$ cat src/nsfe_pkg.sv
// Shared types and character constants for the NMEA sentence field extractor.
package nsfe_pkg;

  // Characters with a meaning to the parser.
  localparam logic [7:0] CH_START = 8'h24;  // '$'
  localparam logic [7:0] CH_SEP   = 8'h2C;  // ','
  localparam logic [7:0] CH_CR    = 8'h0D;
  localparam logic [7:0] CH_LF    = 8'h0A;

  // Register file layout.
  localparam int unsigned HDR_TEXT_W = 40;
  localparam int unsigned REP_SEL_W  = 4;
  localparam int unsigned FLD_SEL_W  = 5;
  localparam int unsigned CFG_IDX_W  = 2;

  // Occurrence counter counts to sixteen and holds; comma counter holds at 63.
  localparam int unsigned MATCH_CNT_W = 5;
  localparam logic [MATCH_CNT_W-1:0] MATCH_SAT = 5'd16;
  localparam int unsigned COMMA_CNT_W = 6;
  localparam logic [COMMA_CNT_W-1:0] COMMA_SAT = 6'd63;

  typedef enum logic [CFG_IDX_W-1:0] {
    CFG_HEADER_TEXT   = 2'd0,
    CFG_REPEAT_SELECT = 2'd1,
    CFG_FIELD_SELECT  = 2'd2
  } cfg_idx_e;

  typedef struct packed {
    logic [HDR_TEXT_W-1:0] header_text;
    logic [REP_SEL_W-1:0]  repeat_select;
    logic [FLD_SEL_W-1:0]  field_select;
  } nsfe_cfg_t;

  typedef struct packed {
    logic [7:0] byte_in;
    logic       buffer_start;
  } nsfe_in_t;

  typedef struct packed {
    logic       char_valid;
    logic [7:0] out_char;
    logic       field_done;
    logic       field_found;
  } nsfe_out_t;

endpackage

$ cat src/nsfe_parser.sv
// Per-byte parse state and the combinational update that yields one result per byte.
module nsfe_parser import nsfe_pkg::*; #(
  parameter int unsigned HEADER_CHARS = 5
) (
  input  logic      clk_i,
  input  logic      rst_ni,
  input  logic      step_i,
  input  nsfe_in_t  in_i,
  input  nsfe_cfg_t cfg_i,
  output nsfe_out_t res_o
);

  localparam int unsigned HW = 8 * HEADER_CHARS;
  localparam int unsigned PW = $clog2(HEADER_CHARS + 1);

  logic                   in_header_q, in_header_d;
  logic                   after_dollar_q, after_dollar_d;
  logic [PW-1:0]          header_pos_q, header_pos_d;
  logic [HW-1:0]          header_shift_q, header_shift_d;
  logic [MATCH_CNT_W-1:0] match_count_q, match_count_d;
  logic [COMMA_CNT_W-1:0] comma_count_q, comma_count_d;
  logic                   data_active_q, data_active_d;
  logic                   done_q, done_d;
  logic                   found_q, found_d;
  logic                   trimmed_q, trimmed_d;

  logic [63:0]   text_ext;
  logic [HW-1:0] hdr_ref;
  logic [7:0]    c;

  // Header text is zero extended above bit 39 and cut to the header width.
  assign text_ext = 64'(cfg_i.header_text);
  assign hdr_ref  = text_ext[HW-1:0];
  assign c        = in_i.byte_in;

  // Next state and result for the byte at the input.
  always_comb begin
    logic clr;
    clr            = in_i.buffer_start;
    in_header_d    = clr ? 1'b0 : in_header_q;
    after_dollar_d = clr ? 1'b0 : after_dollar_q;
    header_pos_d   = clr ? '0 : header_pos_q;
    header_shift_d = clr ? '0 : header_shift_q;
    match_count_d  = clr ? '0 : match_count_q;
    comma_count_d  = clr ? '0 : comma_count_q;
    data_active_d  = clr ? 1'b0 : data_active_q;
    done_d         = clr ? 1'b0 : done_q;
    found_d        = clr ? 1'b0 : found_q;
    trimmed_d      = clr ? 1'b0 : trimmed_q;
    res_o          = '0;

    if (!done_d) begin
      if (!after_dollar_d && c == CH_START) begin
        // A '$' opens a new header; the byte right after it is never taken as another '$'.
        in_header_d    = 1'b1;
        after_dollar_d = 1'b1;
        header_pos_d   = '0;
        data_active_d  = 1'b0;
      end else begin
        after_dollar_d = 1'b0;
        if (in_header_d) begin
          if (c == CH_SEP || header_pos_d >= PW'(HEADER_CHARS)) begin
            in_header_d = 1'b0;
          end else begin
            header_shift_d = {header_shift_d[HW-9:0], c};
            if (header_pos_d == PW'(HEADER_CHARS - 1)) begin
              in_header_d = 1'b0;
              if (header_shift_d == hdr_ref) begin
                if (match_count_d == {1'b0, cfg_i.repeat_select}) begin
                  data_active_d = 1'b1;
                end
                if (match_count_d < MATCH_SAT) begin
                  match_count_d = match_count_d + 1'b1;
                end
              end
            end
            header_pos_d = header_pos_d + 1'b1;
          end
        end
        // Inside the selected sentence: count commas and pass field characters.
        if (data_active_d) begin
          if (comma_count_d == {1'b0, cfg_i.field_select} && c != CH_SEP) begin
            if (c == CH_CR || c == CH_LF) begin
              trimmed_d = 1'b1;
            end else if (!trimmed_d) begin
              res_o.char_valid = 1'b1;
              res_o.out_char   = c;
              found_d          = 1'b1;
            end
          end
          if (c == CH_SEP && comma_count_d < COMMA_SAT) begin
            comma_count_d = comma_count_d + 1'b1;
          end
          if (comma_count_d > {1'b0, cfg_i.field_select}) begin
            done_d = 1'b1;
          end
        end
      end
    end

    res_o.field_done  = done_d;
    res_o.field_found = found_d;
  end

  // State advances only when a byte is taken.
  always_ff @(posedge clk_i or negedge rst_ni) begin
    if (!rst_ni) begin
      in_header_q    <= 1'b0;
      after_dollar_q <= 1'b0;
      header_pos_q   <= '0;
      header_shift_q <= '0;
      match_count_q  <= '0;
      comma_count_q  <= '0;
      data_active_q  <= 1'b0;
      done_q         <= 1'b0;
      found_q        <= 1'b0;
      trimmed_q      <= 1'b0;
    end else if (step_i) begin
      in_header_q    <= in_header_d;
      after_dollar_q <= after_dollar_d;
      header_pos_q   <= header_pos_d;
      header_shift_q <= header_shift_d;
      match_count_q  <= match_count_d;
      comma_count_q  <= comma_count_d;
      data_active_q  <= data_active_d;
      done_q         <= done_d;
      found_q        <= found_d;
      trimmed_q      <= trimmed_d;
    end
  end

endmodule

$ cat src/nmea_sentence_field_extractor.sv
// Top level of the NMEA sentence field extractor: config registers, parser and output skid.
//
// Usage: text bytes enter on the in_valid_i/in_ready_o channel, one byte per request,
// with buffer_start set on the first byte of a new buffer. Every byte yields exactly one
// result request on out_valid_o/out_ready_i carrying char_valid, out_char, field_done
// and field_found. The field to extract is chosen by the header text, its occurrence
// index and the field number, written through cfg_we_i/cfg_idx_i/cfg_data_i while no
// byte is in flight.
// Result path: each result is registered in the output register, else in the skid register.
// Throughput: one byte per cycle while in_ready_o is high; the parse state is updated by a
// single pass of logic from the accepted byte, and the result lands in an output register.
// Stall: a two-entry output stage (output register plus skid register) lets one more
// byte be taken while a result waits; in_ready_o drops only when both entries are full.
// Reset: clears the parse state, empties the output stage and loads the register
// defaults (header text zero, occurrence zero, field one).
module nmea_sentence_field_extractor import nsfe_pkg::*; #(
  parameter int unsigned HEADER_CHARS = 5
) (
  input  logic                  clk_i,
  input  logic                  rst_ni,
  input  logic                  in_valid_i,
  output logic                  in_ready_o,
  input  nsfe_in_t              in_req_i,
  output logic                  out_valid_o,
  input  logic                  out_ready_i,
  output nsfe_out_t             out_req_o,
  input  logic                  cfg_we_i,
  input  logic [CFG_IDX_W-1:0]  cfg_idx_i,
  input  logic [HDR_TEXT_W-1:0] cfg_data_i
);

  nsfe_cfg_t cfg_q;
  nsfe_out_t res;
  nsfe_out_t main_q, skid_q;
  logic      main_vld_q, skid_vld_q;
  logic      in_fire, out_fire;

  assign in_ready_o  = !skid_vld_q;
  assign in_fire     = in_valid_i && in_ready_o;
  assign out_valid_o = main_vld_q;
  assign out_fire    = main_vld_q && out_ready_i;
  assign out_req_o   = main_q;

  // Configuration registers.
  always_ff @(posedge clk_i or negedge rst_ni) begin
    if (!rst_ni) begin
      cfg_q.header_text   <= '0;
      cfg_q.repeat_select <= '0;
      cfg_q.field_select  <= FLD_SEL_W'(1);
    end else if (cfg_we_i) begin
      unique case (cfg_idx_i)
        CFG_HEADER_TEXT:   cfg_q.header_text   <= cfg_data_i;
        CFG_REPEAT_SELECT: cfg_q.repeat_select <= cfg_data_i[REP_SEL_W-1:0];
        CFG_FIELD_SELECT:  cfg_q.field_select  <= cfg_data_i[FLD_SEL_W-1:0];
        default: ;
      endcase
    end
  end

  nsfe_parser #(
    .HEADER_CHARS(HEADER_CHARS)
  ) u_parser (
    .clk_i  (clk_i),
    .rst_ni (rst_ni),
    .step_i (in_fire),
    .in_i   (in_req_i),
    .cfg_i  (cfg_q),
    .res_o  (res)
  );

  // Output register and skid register.
  always_ff @(posedge clk_i or negedge rst_ni) begin
    if (!rst_ni) begin
      main_vld_q <= 1'b0;
      skid_vld_q <= 1'b0;
    end else if (out_fire) begin
      main_vld_q <= skid_vld_q || in_fire;
      skid_vld_q <= 1'b0;
    end else if (in_fire) begin
      if (!main_vld_q) begin
        main_vld_q <= 1'b1;
      end else begin
        skid_vld_q <= 1'b1;
      end
    end
  end

  // Payload moves without reset.
  always_ff @(posedge clk_i) begin
    if (out_fire) begin
      main_q <= skid_vld_q ? skid_q : res;
    end else if (in_fire) begin
      if (!main_vld_q) begin
        main_q <= res;
      end else begin
        skid_q <= res;
      end
    end
  end

  // The skid entry is only ever filled behind a waiting result.
  assert property (@(posedge clk_i) disable iff (!rst_ni) skid_vld_q |-> main_vld_q)
    else $error("skid entry holds a result while the output register is empty");

  // A result without a field character carries a zero character.
  assert property (@(posedge clk_i) disable iff (!rst_ni)
    (out_valid_o && !out_req_o.char_valid) |-> (out_req_o.out_char == 8'h00))
    else $error("out_char is nonzero without char_valid");

  // An emitted character always belongs to a field that has not yet ended.
  assert property (@(posedge clk_i) disable iff (!rst_ni)
    (out_valid_o && out_req_o.char_valid) |-> (out_req_o.field_found && !out_req_o.field_done))
    else $error("character emitted with inconsistent found or done flags");

endmodule

$ cat config.mk
export PLATFORM = sky130hd
export DESIGN_NAME = nmea_sentence_field_extractor
export DESIGN_NICKNAME = d
export VERILOG_FILES = /design/src/nsfe_pkg.sv /design/src/nsfe_parser.sv /design/src/nmea_sentence_field_extractor.sv
export SDC_FILE = /design/constraint.sdc
export NUM_CORES = 1
export LEC_CHECK = 0
export ABC_AREA = 1
export BUFFER_PORTS_ARGS = -buffer_cell sky130_fd_sc_hd__buf_2
export CORE_ASPECT_RATIO = 2
export CORE_MARGIN = 8
export CORE_UTILIZATION = 43
export CTS_CLUSTER_SIZE = 8
export DETAILED_ROUTE_END_ITERATION = 8
export MAX_ROUTING_LAYER = met4
export PLACE_DENSITY = 0.62
export SLEW_MARGIN = 25
export SYNTH_ARGS = -nofsm -noshare
export SYNTH_HDL_FRONTEND = slang
export SYNTH_SLANG_ARGS = --single-unit
$ cat constraint.sdc
create_clock -name clk_i -period 6.05 [get_ports clk_i]
set_input_delay 0.9075 -clock clk_i [delete_from_list [all_inputs] [get_ports clk_i]]
set_output_delay 0.9075 -clock clk_i [all_outputs]
set_load 0.01 [all_outputs]
==> impl_metrics.env <==
export IMPL_status="finished clean"
export IMPL_grt_max_degree=72
export IMPL_finalCritPeriodShare=0.673
export IMPL_seq_area_mm2=0.00324
export IMPL_cts_resized_gates=0
export IMPL_synth_cells=866
export IMPL_post_place_ws_ns=1.54
export IMPL_ys_ff_latch=125
export IMPL_switching_share=0.262
export IMPL_p_seq_frac=0.428
export IMPL_critical_path_class="in -> reg"
export IMPL_die_h_um=194
export IMPL_post_cts_buffers=0
export IMPL_cts_hold_fix_buffers=0
export IMPL_finalClockSkew_ns=0.00910
export IMPL_powerDensity_mw_per_mm2=282
export IMPL_portBuffers=68
export IMPL_min_period_ns=4.07
export IMPL_num_antenna_cells=0
export IMPL_grt_setup_unrepaired="no"
export IMPL_synth_area_per_cell_um2=7.89
export IMPL_core_rowCount=65
export IMPL_root_buffer="clkbuf_16"
export IMPL_n_fill_cell=1568
export IMPL_die_width_um=105
export IMPL_final_cell_mix="nand2_1 (281), dfrtp_1 (102), inv_1 (94)"
export IMPL_first_pass_iters=8
export IMPL_post_drt_wl_per_cell_um=16.8
export IMPL_crit_fanout=71
export IMPL_htreeDepth=4
export IMPL_core_area_mm2=0.0157
export IMPL_worstMarginPinSlew_ns=0.807
export IMPL_p_leak_nw=3.99
export IMPL_end_kind="flop"
export IMPL_required_ns=6.22
export IMPL_multi_input_area_mm2=0.00306
export IMPL_finalSetupTns_ns=0
export IMPL_maxSlewHeadroom=0.462
export IMPL_fmax_mhz=245
export IMPL_clk_pin_slew_ns=0.06
export IMPL_ys_seq_area_frac=0.474
export IMPL_numCtsBuffers=17
export IMPL_intPower_mw=1.64
export IMPL_clock_power_share=0.467
export IMPL_cts_tree="yes"
export IMPL_placed_cells=1110
export IMPL_slew_viol_final=0
export IMPL_grt_pass1_wl_mm=30.8
export IMPL_synth_warnings=0
export IMPL_layout_drive_gt1_share=0.151
export IMPL_crit_arrival_ns=4.25
export IMPL_syn_num_nets=932
export IMPL_holdPathStages=2
export IMPL_rr_worst_depth=17
export IMPL_vias=5888
export IMPL_combPwrFrac=0.105
export IMPL_place_gp_congestion=0.912
export IMPL_area_growth_synth_to_final_pct=15.8
export IMPL_grt_pass1_vias=5917
export IMPL_routed_wl_mm=19.2
export IMPL_die_area_mm2=0.0204
export IMPL_vdd_drop_max_mv=0.155
export IMPL_hp_class="reg -> reg"
export IMPL_hold_worst_slack_ns=0.484
export IMPL_finalHoldViolations=0
export IMPL_num_nets_final=994
export IMPL_post_dp_hpwl_mm=14.1
export IMPL_fin_ws_ns=1.98
export IMPL_layout_commonest_cell="nand2_1"
export IMPL_max_cap_violations=0
export IMPL_insertion_delay_ns=0.42
export IMPL_cts_num_sinks=125
export IMPL_drt_initial_drc_count=318
export IMPL_drtAntennaViolNets=0
export IMPL_io_pins=69
export IMPL_synth_cell_types=43
export IMPL_cp_start_kind="primary input"
export IMPL_routed_via_density=5.16
export IMPL_clockBufferDepth=2
export IMPL_antenna_found_initial=0
export IMPL_drc=0
export IMPL_layoutNonFillerInstCount=1142
export IMPL_final_util=0.504
export IMPL_initial_utilization=0.435
export IMPL_synth_cell_area_mm2=0.00683
export IMPL_grt_use_total=0.200
export IMPL_switching_power_mw=0.583
export IMPL_finalSetupViolations=0
export IMPL_grt_ovfl_total=0
-- registers in the layout, indices dropped and copies added (netlist names) --
register	flops
u_parser.comma_count_q	6
u_parser.match_count_q	5
u_parser.done_q	1
out_req_o	11
u_parser.after_dollar_q	1
u_parser.header_shift_q	32
cfg_q	49
u_parser.header_pos_q	3
u_parser.trimmed_q	1
skid_vld_q	1
out_valid_o	1
u_parser.in_header_q	1
u_parser.found_q	1
u_parser.data_active_q	1
skid_q	11
-- power groups by stage --
stage / clock network (mW) / registers (mW) / logic, mW
6_report: 1.04 / 0.953 / 0.234
5_1_grt: 1.09 / 0.961 / 0.268
4_1_cts: 1.06 / 0.954 / 0.239
3_5_place_dp: 0 / 0.969 / 0.238
3_3_place_gp: 0 / 0.968 / 0.234
2_1_floorplan: 0 / 0.951 / 0.161
-- final cells by class --
cell class	instances	share of cell area
sequential	125	0.409
multi-input combinational	613	0.387
clock buffer	20	0.0591
timing repair buffer	74	0.0490
inverter	97	0.0463
tap	201	0.0318
clock inverter	12	0.0169
-- critical path: stages --
cell and delay (ns):
buf_2 0.18, inv_4 0.54, nand2_1 0.27, inv_1 0.17, ha_1 0.19, inv_1 0.04, nor3_1 0.28, a31oi_2 0.24
nand4_1 0.19, xor2_1 0.19, ha_1 0.27, a21oi_1 0.14, o21ai_0 0.09, a21oi_1 0.14, a21oi_1 0.05, nand3_1 0.09
nand3_2 0.09, nand2_1 0.07, nand2_1 0.05
-- synthesized netlist by cell type, drive strengths merged --
cell type,count,share of area
a21oi,61,0.045
a22o,23,0.029
a2bb2oi,1,0.0013
a31oi,2,0.0027
a32o,1,0.0015
buf,20,0.019
clkbuf,11,0.0060
clkinv,1,0.00055
dfrtp,102,0.37
dfstp,1,0.0038
edfxtp,22,0.097
ha,10,0.018
inv,96,0.053
mux2,13,0.021
nand2,284,0.16
nand3,40,0.032
nand3b,7,0.0077
nand4,10,0.0092
nor2,87,0.052
nor3,5,0.0037
nor4,3,0.0049
o2111ai,1,0.0013
o211ai,1,0.0011
o21ai,41,0.030
o22ai,1,0.00092
o31ai,3,0.0040
or2,1,0.00092
xnor2,8,0.010
xor2,10,0.013
-- logic make-up after synthesis --
kind of cell,after synthesis,synth area share
simple gates,437,0.267
compound gates,135,0.117
buf+inv,128,0.0791
flops,125,0.474
xor+xnor,18,0.0231
mux,13,0.0214
fa+ha+maj,10,0.0183
-- path summary, 6_finish.rpt --
check	from	end	slack, ns
max	in_req_i[0]	out_req_o[1]$_DFFE_PP_	1.98
min	u_parser.comma_count_q[1]$_DFFE_PN0P_	u_parser.comma_count_q[1]$_DFFE_PN0P_	0.48
max reg2reg	u_parser.comma_count_q[1]$_DFFE_PN0P_	out_req_o[1]$_DFFE_PP_	3.03
min reg2reg	u_parser.comma_count_q[1]$_DFFE_PN0P_	u_parser.comma_count_q[1]$_DFFE_PN0P_	0.48
max in group asynchronous	rst_ni	cfg_q[48]$_DFFE_PN0P_	4.36
min in group asynchronous	rst_ni	cfg_q[11]$_DFFE_PN0P_	0.59
-- per-layer routing --
metal	track usage	part of all wire
met1	0.196	0.36
met2	0.360	0.56
met3	0.0320	0.029
met4	0.118	0.051
met5	-	0
-- through the flow --
step,power (mW),instance area [um^2]
floorplan,1.11,6830
global placement,1.20,7310
detailed placement,1.21,7310
CTS,2.25,7910
global route,2.32,7910
finish,2.23,7910
Note: power is estimated with default switching activity, not from simulation.
